### src/design/gcba_pkg.sv
// ----------------------------------------------------------------------------
// gcba_pkg: shared types and constants of the grid cell box assigner
// Operation codes, register indexes, field widths and the table entry type.
// ----------------------------------------------------------------------------
package gcba_pkg;

  localparam int MAX_BOXES_DEF  = 64;
  localparam int NO_LABEL_DEF   = 0;
  localparam int FILL_VALUE_DEF = 0;

  localparam int COORD_W = 12;
  localparam int LABEL_W = 8;
  localparam int OUT_W   = 21;
  localparam int CELL_W  = 13;
  localparam int GRID_SIDE = 3;
  localparam int NUM_CELLS = GRID_SIDE * GRID_SIDE;

  localparam logic [1:0] OP_CLEAR = 2'd0;
  localparam logic [1:0] OP_ADD   = 2'd1;
  localparam logic [1:0] OP_QUERY = 2'd2;
  localparam logic [1:0] OP_RSVD  = 2'd3;

  localparam logic [2:0] REG_FIELD_W  = 3'd0;
  localparam logic [2:0] REG_FIELD_H  = 3'd1;
  localparam logic [2:0] REG_STEP_X   = 3'd2;
  localparam logic [2:0] REG_STEP_Y   = 3'd3;
  localparam logic [2:0] REG_LOW      = 3'd4;
  localparam logic [2:0] REG_HIGH     = 3'd5;
  localparam logic [2:0] REG_MODE     = 3'd6;

  typedef struct packed {
    logic [LABEL_W-1:0] lab;
    logic [COORD_W-1:0] x0;
    logic [COORD_W-1:0] y0;
    logic [COORD_W-1:0] x1;
    logic [COORD_W-1:0] y1;
  } box_t;

  typedef struct packed {
    logic start;
    logic [OUT_W-1:0] value;
    logic [7:0] divisor;
  } div_req_t;

endpackage

### src/design/gcba_div.sv
// ----------------------------------------------------------------------------
// gcba_div: shared divider with a signed Q12.8 quotient
// Restoring divider, one quotient bit per cycle, round half away from zero,
// saturates to the signed 21-bit range.
// ----------------------------------------------------------------------------
module gcba_div (
  input  logic clk,
  input  logic rst_n,
  input  gcba_pkg::div_req_t req,
  output logic done,
  output logic [gcba_pkg::OUT_W-1:0] quot
);
  localparam int NUM_W = 30;
  localparam int CNT_W = 5;

  logic [NUM_W-1:0] num_r, num_nxt;
  logic [8:0] rem_r, rem_nxt;
  logic [7:0] den_r, den_nxt;
  logic neg_r, neg_nxt;
  logic busy_r, busy_nxt;
  logic [CNT_W-1:0] cnt_r, cnt_nxt;
  logic done_r, done_nxt;
  logic [gcba_pkg::OUT_W-1:0] quot_r, quot_nxt;
  logic [gcba_pkg::OUT_W-1:0] mag;
  logic [9:0] trial;
  logic [NUM_W-1:0] qsat;

  assign mag = req.value[gcba_pkg::OUT_W-1] ? (~req.value + 1'b1) : req.value;
  assign trial = {rem_r, num_r[NUM_W-1]} - {2'b0, den_r};
  assign qsat = neg_r ? ((num_r > NUM_W'(1048576)) ? NUM_W'(1048576) : num_r)
                      : ((num_r > NUM_W'(1048575)) ? NUM_W'(1048575) : num_r);

  always_comb begin
    num_nxt = num_r; rem_nxt = rem_r; den_nxt = den_r; neg_nxt = neg_r;
    busy_nxt = busy_r; cnt_nxt = cnt_r; done_nxt = 1'b0; quot_nxt = quot_r;
    if (req.start) begin
      den_nxt = (req.divisor == 8'd0) ? 8'd1 : req.divisor;
      // mag*256 + den/2
      num_nxt = {1'b0, mag, 8'd0} + NUM_W'(((req.divisor == 8'd0) ? 8'd1 : req.divisor) >> 1);
      neg_nxt = req.value[gcba_pkg::OUT_W-1];
      rem_nxt = '0;
      cnt_nxt = CNT_W'(NUM_W);
      busy_nxt = 1'b1;
    end else if (busy_r) begin
      if (!trial[9]) begin
        rem_nxt = trial[8:0];
        num_nxt = {num_r[NUM_W-2:0], 1'b1};
      end else begin
        rem_nxt = {rem_r[7:0], num_r[NUM_W-1]};
        num_nxt = {num_r[NUM_W-2:0], 1'b0};
      end
      cnt_nxt = cnt_r - 1'b1;
      if (cnt_r == CNT_W'(0)) begin
        busy_nxt = 1'b0;
        done_nxt = 1'b1;
        num_nxt = num_r;
        rem_nxt = rem_r;
        quot_nxt = neg_r ? (~qsat[gcba_pkg::OUT_W-1:0] + 1'b1) : qsat[gcba_pkg::OUT_W-1:0];
      end
    end
  end

  always_ff @(posedge clk) begin
    if (!rst_n) begin
      busy_r <= 1'b0;
      done_r <= 1'b0;
      cnt_r  <= '0;
    end else begin
      busy_r <= busy_nxt;
      done_r <= done_nxt;
      cnt_r  <= cnt_nxt;
    end
    num_r <= num_nxt; rem_r <= rem_nxt; den_r <= den_nxt;
    neg_r <= neg_nxt; quot_r <= quot_nxt;
  end

  assign done = done_r;
  assign quot = quot_r;
endmodule

### src/design/grid_cell_box_assigner_unit.sv
// ----------------------------------------------------------------------------
// grid_cell_box_assigner_unit: grid cell box assigner
// Box table plus a sequencer that scans the table for each of nine cells
// and, with mode bit 1 set, normalizes matches through one shared divider.
// ----------------------------------------------------------------------------
//  channel | ports                      | handshake
//  in      | start, busy, in_*          | start & !busy
//  out     | out_valid, out_*           | one-cycle strobe, no stall
//  cfg     | cfg_we, cfg_index, cfg_data| cfg_we
// clear, add and unknown beats are taken while busy stays low.
// a query runs per cell S_CELL, then S_READ and S_TEST for each scanned entry
// up to the first match, then, when normalizing a match, S_DIV and S_WAIT for
// each of four divider runs, then S_EMIT; busy stays high to the ninth S_EMIT.
// reset empties the table; the receiver cannot stall results.
module grid_cell_box_assigner_unit #(
  parameter int MAX_BOXES  = gcba_pkg::MAX_BOXES_DEF,
  parameter int NO_LABEL   = gcba_pkg::NO_LABEL_DEF,
  parameter int FILL_VALUE = gcba_pkg::FILL_VALUE_DEF
) (
  input  logic clk,
  input  logic rst_n,
  input  logic start,
  output logic busy,
  input  logic [1:0] in_operation,
  input  logic [7:0] in_box_label,
  input  logic [11:0] in_box_left,
  input  logic [11:0] in_box_top,
  input  logic [11:0] in_box_right,
  input  logic [11:0] in_box_bottom,
  input  logic [11:0] in_patch_x,
  input  logic [11:0] in_patch_y,
  input  logic cfg_we,
  input  logic [2:0] cfg_index,
  input  logic [15:0] cfg_data,
  output logic out_valid,
  output logic [3:0] out_cell_index,
  output logic out_found,
  output logic [7:0] out_label,
  output logic signed [20:0] out_rel_left,
  output logic signed [20:0] out_rel_top,
  output logic signed [20:0] out_box_width,
  output logic signed [20:0] out_box_height,
  output logic [12:0] out_cell_x,
  output logic [12:0] out_cell_y,
  output logic out_last
);
  localparam int AW = (MAX_BOXES > 1) ? $clog2(MAX_BOXES) : 1;
  localparam int CW = $clog2(MAX_BOXES + 1);

  typedef enum logic [6:0] {
    S_IDLE = 7'b0000001,
    S_CELL = 7'b0000010,
    S_READ = 7'b0000100,
    S_TEST = 7'b0001000,
    S_DIV  = 7'b0010000,
    S_WAIT = 7'b0100000,
    S_EMIT = 7'b1000000
  } state_t;

  state_t state_r, state_nxt;
  gcba_pkg::box_t mem [MAX_BOXES];
  gcba_pkg::box_t rd_r;
  logic [AW-1:0] rd_addr;
  logic [CW-1:0] count_r, count_nxt;
  logic [CW-1:0] idx_r, idx_nxt;
  logic [7:0] fw_r, fh_r, sx_r, sy_r;
  logic [15:0] lo_r, hi_r;
  logic [1:0] mode_r;
  logic [1:0] row_r, row_nxt, col_r, col_nxt;
  logic [12:0] cx_r, cx_nxt, cy_r, cy_nxt;
  logic found_r, found_nxt;
  logic [7:0] lab_r, lab_nxt;
  logic [20:0] v_r [4];
  logic [20:0] v_nxt [4];
  logic [1:0] dsel_r, dsel_nxt;
  logic act;
  logic [14:0] rx0, ry0, rx1, ry1;
  gcba_pkg::div_req_t dreq;
  logic ddone;
  logic [20:0] dq;
  logic ov_r, ov_nxt;
  logic [3:0] oci_r, oci_nxt;

  gcba_div u_div (.clk(clk), .rst_n(rst_n), .req(dreq), .done(ddone), .quot(dq));

  assign rd_addr = idx_r[AW-1:0];

  always_ff @(posedge clk) begin
    if (start && !busy && in_operation == gcba_pkg::OP_ADD && count_r < CW'(MAX_BOXES))
      mem[count_r[AW-1:0]] <= '{in_box_label, in_box_left, in_box_top,
                                in_box_right, in_box_bottom};
    rd_r <= mem[rd_addr];
  end

  always_ff @(posedge clk) begin
    if (!rst_n) begin
      fw_r <= 8'd16; fh_r <= 8'd16; sx_r <= 8'd8; sy_r <= 8'd8;
      lo_r <= 16'h0000; hi_r <= 16'h0F0F; mode_r <= 2'd0;
    end else if (cfg_we) begin
      unique case (cfg_index)
        gcba_pkg::REG_FIELD_W: fw_r <= cfg_data[7:0];
        gcba_pkg::REG_FIELD_H: fh_r <= cfg_data[7:0];
        gcba_pkg::REG_STEP_X:  sx_r <= cfg_data[7:0];
        gcba_pkg::REG_STEP_Y:  sy_r <= cfg_data[7:0];
        gcba_pkg::REG_LOW:     lo_r <= cfg_data;
        gcba_pkg::REG_HIGH:    hi_r <= cfg_data;
        gcba_pkg::REG_MODE:    mode_r <= cfg_data[1:0];
        default: ;
      endcase
    end
  end

  assign rx0 = 15'(cx_r) + 15'(lo_r[7:0]);
  assign ry0 = 15'(cy_r) + 15'(lo_r[15:8]);
  assign rx1 = 15'(cx_r) + 15'(hi_r[7:0]);
  assign ry1 = 15'(cy_r) + 15'(hi_r[15:8]);

  always_comb begin
    if (mode_r[0])
      act = ({2'b0, rd_r.x0} + {2'b0, rd_r.x1}) >= {rx0[13:0], 1'b0} && rx0[14] == 1'b0 &&
            ({2'b0, rd_r.x0} + {2'b0, rd_r.x1}) <= {rx1[13:0], 1'b0} &&
            ({2'b0, rd_r.y0} + {2'b0, rd_r.y1}) >= {ry0[13:0], 1'b0} && ry0[14] == 1'b0 &&
            ({2'b0, rd_r.y0} + {2'b0, rd_r.y1}) <= {ry1[13:0], 1'b0};
    else
      act = 15'(rd_r.x0) >= rx0 && 15'(rd_r.x1) <= rx1 &&
            15'(rd_r.y0) >= ry0 && 15'(rd_r.y1) <= ry1;
  end

  always_comb begin
    state_nxt = state_r; count_nxt = count_r; idx_nxt = idx_r;
    row_nxt = row_r; col_nxt = col_r; cx_nxt = cx_r; cy_nxt = cy_r;
    found_nxt = found_r; lab_nxt = lab_r; dsel_nxt = dsel_r;
    ov_nxt = 1'b0; oci_nxt = oci_r;
    for (int i = 0; i < 4; i++) v_nxt[i] = v_r[i];
    dreq.start = 1'b0;
    dreq.value = v_r[dsel_r];
    dreq.divisor = dsel_r[0] ? fh_r : fw_r;
    unique case (state_r)
      S_IDLE: begin
        if (start) begin
          if (in_operation == gcba_pkg::OP_CLEAR) count_nxt = '0;
          else if (in_operation == gcba_pkg::OP_ADD) begin
            if (count_r < CW'(MAX_BOXES)) count_nxt = count_r + 1'b1;
          end else if (in_operation == gcba_pkg::OP_QUERY) begin
            row_nxt = '0; col_nxt = '0;
            cx_nxt = 13'(in_patch_x); cy_nxt = 13'(in_patch_y);
            state_nxt = S_CELL;
          end
        end
      end
      S_CELL: begin
        idx_nxt = '0; found_nxt = 1'b0;
        state_nxt = (count_r == '0) ? S_EMIT : S_READ;
      end
      S_READ: state_nxt = S_TEST;
      S_TEST: begin
        if (act) begin
          found_nxt = 1'b1;
          lab_nxt = rd_r.lab;
          v_nxt[0] = 21'($signed({1'b0, rd_r.x0}) - $signed({1'b0, cx_r}));
          v_nxt[1] = 21'($signed({1'b0, rd_r.y0}) - $signed({1'b0, cy_r}));
          v_nxt[2] = 21'($signed({1'b0, rd_r.x1}) - $signed({1'b0, rd_r.x0}) + 14'sd1);
          v_nxt[3] = 21'($signed({1'b0, rd_r.y1}) - $signed({1'b0, rd_r.y0}) + 14'sd1);
          dsel_nxt = '0;
          state_nxt = mode_r[1] ? S_DIV : S_EMIT;
        end else if (idx_r + 1'b1 >= count_r) state_nxt = S_EMIT;
        else begin
          idx_nxt = idx_r + 1'b1;
          state_nxt = S_READ;
        end
      end
      S_DIV: begin
        dreq.start = 1'b1;
        state_nxt = S_WAIT;
      end
      S_WAIT: begin
        if (ddone) begin
          v_nxt[dsel_r] = dq;
          dsel_nxt = dsel_r + 1'b1;
          state_nxt = (dsel_r == 2'd3) ? S_EMIT : S_DIV;
        end
      end
      S_EMIT: begin
        ov_nxt = 1'b1;
        oci_nxt = 4'(row_r * 2'd3 + 4'(col_r));
        if (!found_r) begin
          lab_nxt = 8'(NO_LABEL);
          for (int i = 0; i < 4; i++) v_nxt[i] = 21'(FILL_VALUE);
        end
        state_nxt = S_CELL;
        if (col_r == 2'(gcba_pkg::GRID_SIDE - 1)) begin
          col_nxt = '0;
          cx_nxt = cx_r - 13'({sx_r, 1'b0});
          cy_nxt = cy_r + 13'(sy_r);
          row_nxt = row_r + 1'b1;
          if (row_r == 2'(gcba_pkg::GRID_SIDE - 1)) state_nxt = S_IDLE;
        end else begin
          col_nxt = col_r + 1'b1;
          cx_nxt = cx_r + 13'(sx_r);
        end
      end
      default: state_nxt = S_IDLE;
    endcase
  end

  logic [12:0] ocx_r, ocy_r;
  logic olast_r, ofound_r;

  always_ff @(posedge clk) begin
    if (!rst_n) begin
      state_r <= S_IDLE;
      count_r <= '0;
      ov_r <= 1'b0;
    end else begin
      state_r <= state_nxt;
      count_r <= count_nxt;
      ov_r <= ov_nxt;
    end
    idx_r <= idx_nxt; row_r <= row_nxt; col_r <= col_nxt;
    cx_r <= cx_nxt; cy_r <= cy_nxt; found_r <= found_nxt;
    lab_r <= lab_nxt; dsel_r <= dsel_nxt; oci_r <= oci_nxt;
    for (int i = 0; i < 4; i++) v_r[i] <= v_nxt[i];
    if (state_r == S_EMIT) begin
      ocx_r <= cx_r; ocy_r <= cy_r; ofound_r <= found_r;
      olast_r <= (row_r == 2'(gcba_pkg::GRID_SIDE - 1)) &&
                 (col_r == 2'(gcba_pkg::GRID_SIDE - 1));
    end
  end

  assign busy = (state_r != S_IDLE);
  assign out_valid = ov_r;
  assign out_cell_index = oci_r;
  assign out_found = ofound_r;
  assign out_label = lab_r;
  assign out_rel_left = v_r[0];
  assign out_rel_top = v_r[1];
  assign out_box_width = v_r[2];
  assign out_box_height = v_r[3];
  assign out_cell_x = ocx_r;
  assign out_cell_y = ocy_r;
  assign out_last = olast_r;
endmodule

### config.mk
export PLATFORM = sky130hd
export DESIGN_NAME = grid_cell_box_assigner_unit
export DESIGN_NICKNAME = d
export VERILOG_FILES = /design/src/design/gcba_pkg.sv /design/src/design/gcba_div.sv /design/src/design/grid_cell_box_assigner_unit.sv
export SDC_FILE = /design/constraint.sdc
export NUM_CORES = 2
export LEC_CHECK = 0
export BUFFER_PORTS_ARGS = -buffer_cell sky130_fd_sc_hd__buf_4
export CORE_UTILIZATION = 58
export DETAILED_ROUTE_END_ITERATION = 8
export PLACE_DENSITY = 0.72
export SETUP_SLACK_MARGIN = 0.02
export SLEW_MARGIN = 30
export SYNTH_ARGS = -nofsm -noshare
export SYNTH_HDL_FRONTEND = slang
export SYNTH_SLANG_ARGS = --single-unit
### constraint.sdc
create_clock -name clk -period 19.6 [get_ports clk]
set_clock_uncertainty 0.05 [all_clocks]
set_input_delay 3.92 -clock clk [delete_from_list [all_inputs] [get_ports clk]]
set_output_delay 3.92 -clock clk [all_outputs]
set_load 0.01 [all_outputs]
==> results.py <==
metrics = {
    "sta": {
        "max_slew_margin": 0.285,
        "drv_slew": 0,
        "setup_violations": 0,
        "fin_crit_sh": 0.375,
        "setup_slack_ns": 12.26,
        "tns_ns": 0,
        "worstMarginPinSlew_ns": 1.07,
        "grt_setup_unrepaired": "no",
        "post-route-min-period_ns": 7.34,
        "fmax_mhz": 136,
        "final_hold_viol_count": 0,
        "whs_ns": 0.407,
    },
    "routing": {
        "drt_iter0_drc": 11553,
        "dr.pass1.iters": 8,
        "wl_per_cell_um": 35.3,
        "vias": 82158,
        "drc": 0,
        "wl_mm": 429,
        "ant_nets": 0,
        "vias_per_cell": 6.75,
    },
    "placed_design": {
        "post-dp-hpwl_mm": 255,
        "gp_congestion": 0.943,
        "io_buffers": 230,
        "post-place-ws_ns": 11.25,
    },
    "clocking": {
        "cts.sinks": 3963,
        "clk_root_buffer_cell": "clkbuf_16",
        "clock_latency_ns": 0.95,
        "post_cts_buffers": 0,
        "post_cts_resized": 0,
        "clk_pin_slew_worst_paths_ns": 0.06,
        "cts_tree": "built",
        "numCtsBuffers": 392,
        "cts_max_path_buffers": 4,
        "cts_max_level": 5,
        "postCtsHoldBufs": 0,
    },
    "logic_synthesis": {
        "synth_top_cell_by_area": "edfxtp_1",
        "syn_nets": 8080,
        "yosysUniqueCellTypes": 82,
        "ys_seq_area_frac": 0.733,
        "avgSynthCellArea_um2": 20.8,
        "synth_top_area_frac": 0.713,
        "ys_ff_latch": 3963,
        "async_reset_ff_frac": 0,
        "synthFlopType": "edfxtp_1",
        "ys_top_cells_by_area": "edfxtp_1 71%, mux4_2 17%, ha_1 2.0%, dfxtp_1 1.9%, nand2_1 0.72%",
        "synth_common_cells": "3808 x edfxtp_1, 1197 x mux4_2, 306 x nand2_1, 274 x clkbuf_1, 252 x ha_1",
        "yosysMostFrequentCell": "edfxtp_1",
        "syn_inst": 7707,
        "syn_area_mm2": 0.160,
        "synth_edf_count": 3808,
        "ys.warnings.count": 0,
    },
    "critical_path": {
        "cp-end-kind": "register",
        "crit_fanout": 36,
        "cp.required_ns": 20.10,
        "critical_path_arrival_ns": 7.84,
        "reg2reg_from": "rd_r[25]",
        "path_class": "input port to register",
        "startpoint_type": "input port",
        "startpoint": "in_operation[1]",
    },
    "min_path": {
        "hp-class": "register to register",
        "min_from": "fh_r[5]",
    },
    "global_routing": {
        "grt_use_total": 0.310,
        "grt_max_degree": 140,
        "grt-ovfl-total": 0,
        "first_global_vias": 80790,
        "antenna_found_initial": 40,
        "grt_pass1_wl_mm": 604,
    },
    "pwr": {
        "p_total_uw": 18200,
        "leakage_uw": 0.0592,
        "p_per_area_mw_per_mm2": 101,
        "max-vdd-ir-drop_uv": 85.4,
    },
    "floorplan": {
        "pin_count": 231,
        "dieWidth_um": 528,
        "rows": 192,
        "core_area_mm2": 0.274,
        "design.die.area_mm2": 0.278,
        "die_h_um": 528,
        "start_util": 0.585,
    },
    "run_status": {
        "status": "finished clean",
    },
    "layout": {
        "fill_cells": 17191,
        "drive_above_1_share": 0.269,
        "postLayoutCoreUtil": 0.660,
        "area_growth_pct": 12.9,
        "layout.nets": 8506,
    },
    "flow_run": {
        "drv_cap": 0,
    },
}
-- cells by family after synthesis --
logic type               count (synthesis)  share of synthesized area
AO/OA/AOI/OAI                          627                     0.0241
buffers and inverters                  528                     0.0124
XOR/XNOR                               169                    0.00924
adder cells (fa/ha/maj)                269                     0.0217
AND/OR/NAND/NOR                        847                     0.0247
flip-flops                            3963                      0.733
multiplexers                          1304                      0.175
-- worst paths after layout --
check               end  depth (start not counted)  slack, ns
max          mem[1][17]                          7      12.26
min             fh_r[5]                          2       0.41
max reg2reg  v_r[3][15]                         22      12.85
min reg2reg     fh_r[5]                          2       0.41
-- layout make-up --
cell class	count	area, um^2	area share
sequential	3963	117000	0.649
multi-input combinational	3216	41400	0.229
clock buffer	465	10400	0.0572
tap	3686	4610	0.0255
timing repair buffer	389	3540	0.0196
clock inverter	252	2850	0.0158
inverter	171	642	0.00355
antenna	24	60.1	0.000332
-- where the power goes --
| part | switching (uW) | leakage (uW) | internal, uW |
|---|---|---|---|
| Clock | 3230 | 0.00644 | 4490 |
| Combinational | 709 | 0.0173 | 425 |
| Sequential | 38.6 | 0.0355 | 9310 |
| Total | 3980 | 0.0592 | 14200 |
-- metal layers --
layer	up-vias	global-route usage	share of wire
li1	32897	-	-
met1	43205	0.428	0.36
met2	5240	0.492	0.48
met3	788	0.0641	0.11
met4	28	0.123	0.043
met5	-	0	0.00048
-- state kept, by name (all words and copies together), names as in the netlist, 16 cells and up, named ones only --
register     flops
hi_r            16
lo_r            16
mem           3584
rd_r            56
u_div.num_r     30
u_div.quot      21
v_r             84
-- metrics by stage --
step                      std cells  cell area, um^2
after floorplan                7707           160000
after global placement        11400           167000
after detailed placement      11414           167000
after CTS                     12131           181000
after global routing          12145           181000
final                         12166           181000
-- cells in the final DEF (no fill, tap or decap), types with 29 or more instances in the layout --
cell and instances:
a21o_1 36, a21oi_1 171, buf_4 325, buf_6 34
bufinv_16 54, clkbuf_1 55, clkbuf_16 400, clkinv_1 84
clkinv_2 75, dfxtp_1 154, edfxtp_1 3808, ha_1 252
inv_1 163, mux2i_1 100, mux4_2 1197, nand2_1 306
nand2b_1 29, nand3_1 68, nor2_1 142, nor2_4 61
nor2b_1 41, nor3_1 46, o21ai_0 130, o21ai_1 53
o22ai_1 52, xnor2_1 101, xor2_1 68
-- critical path: stages --
cell and delay, ns:
buf_4 0.12, nor3b_2 0.69, nand2_1 0.25, nor3_1 0.45, nand2_1 0.66, nor2_4 0.99, buf_4 0.69
(Power assumes the default switching activity.)
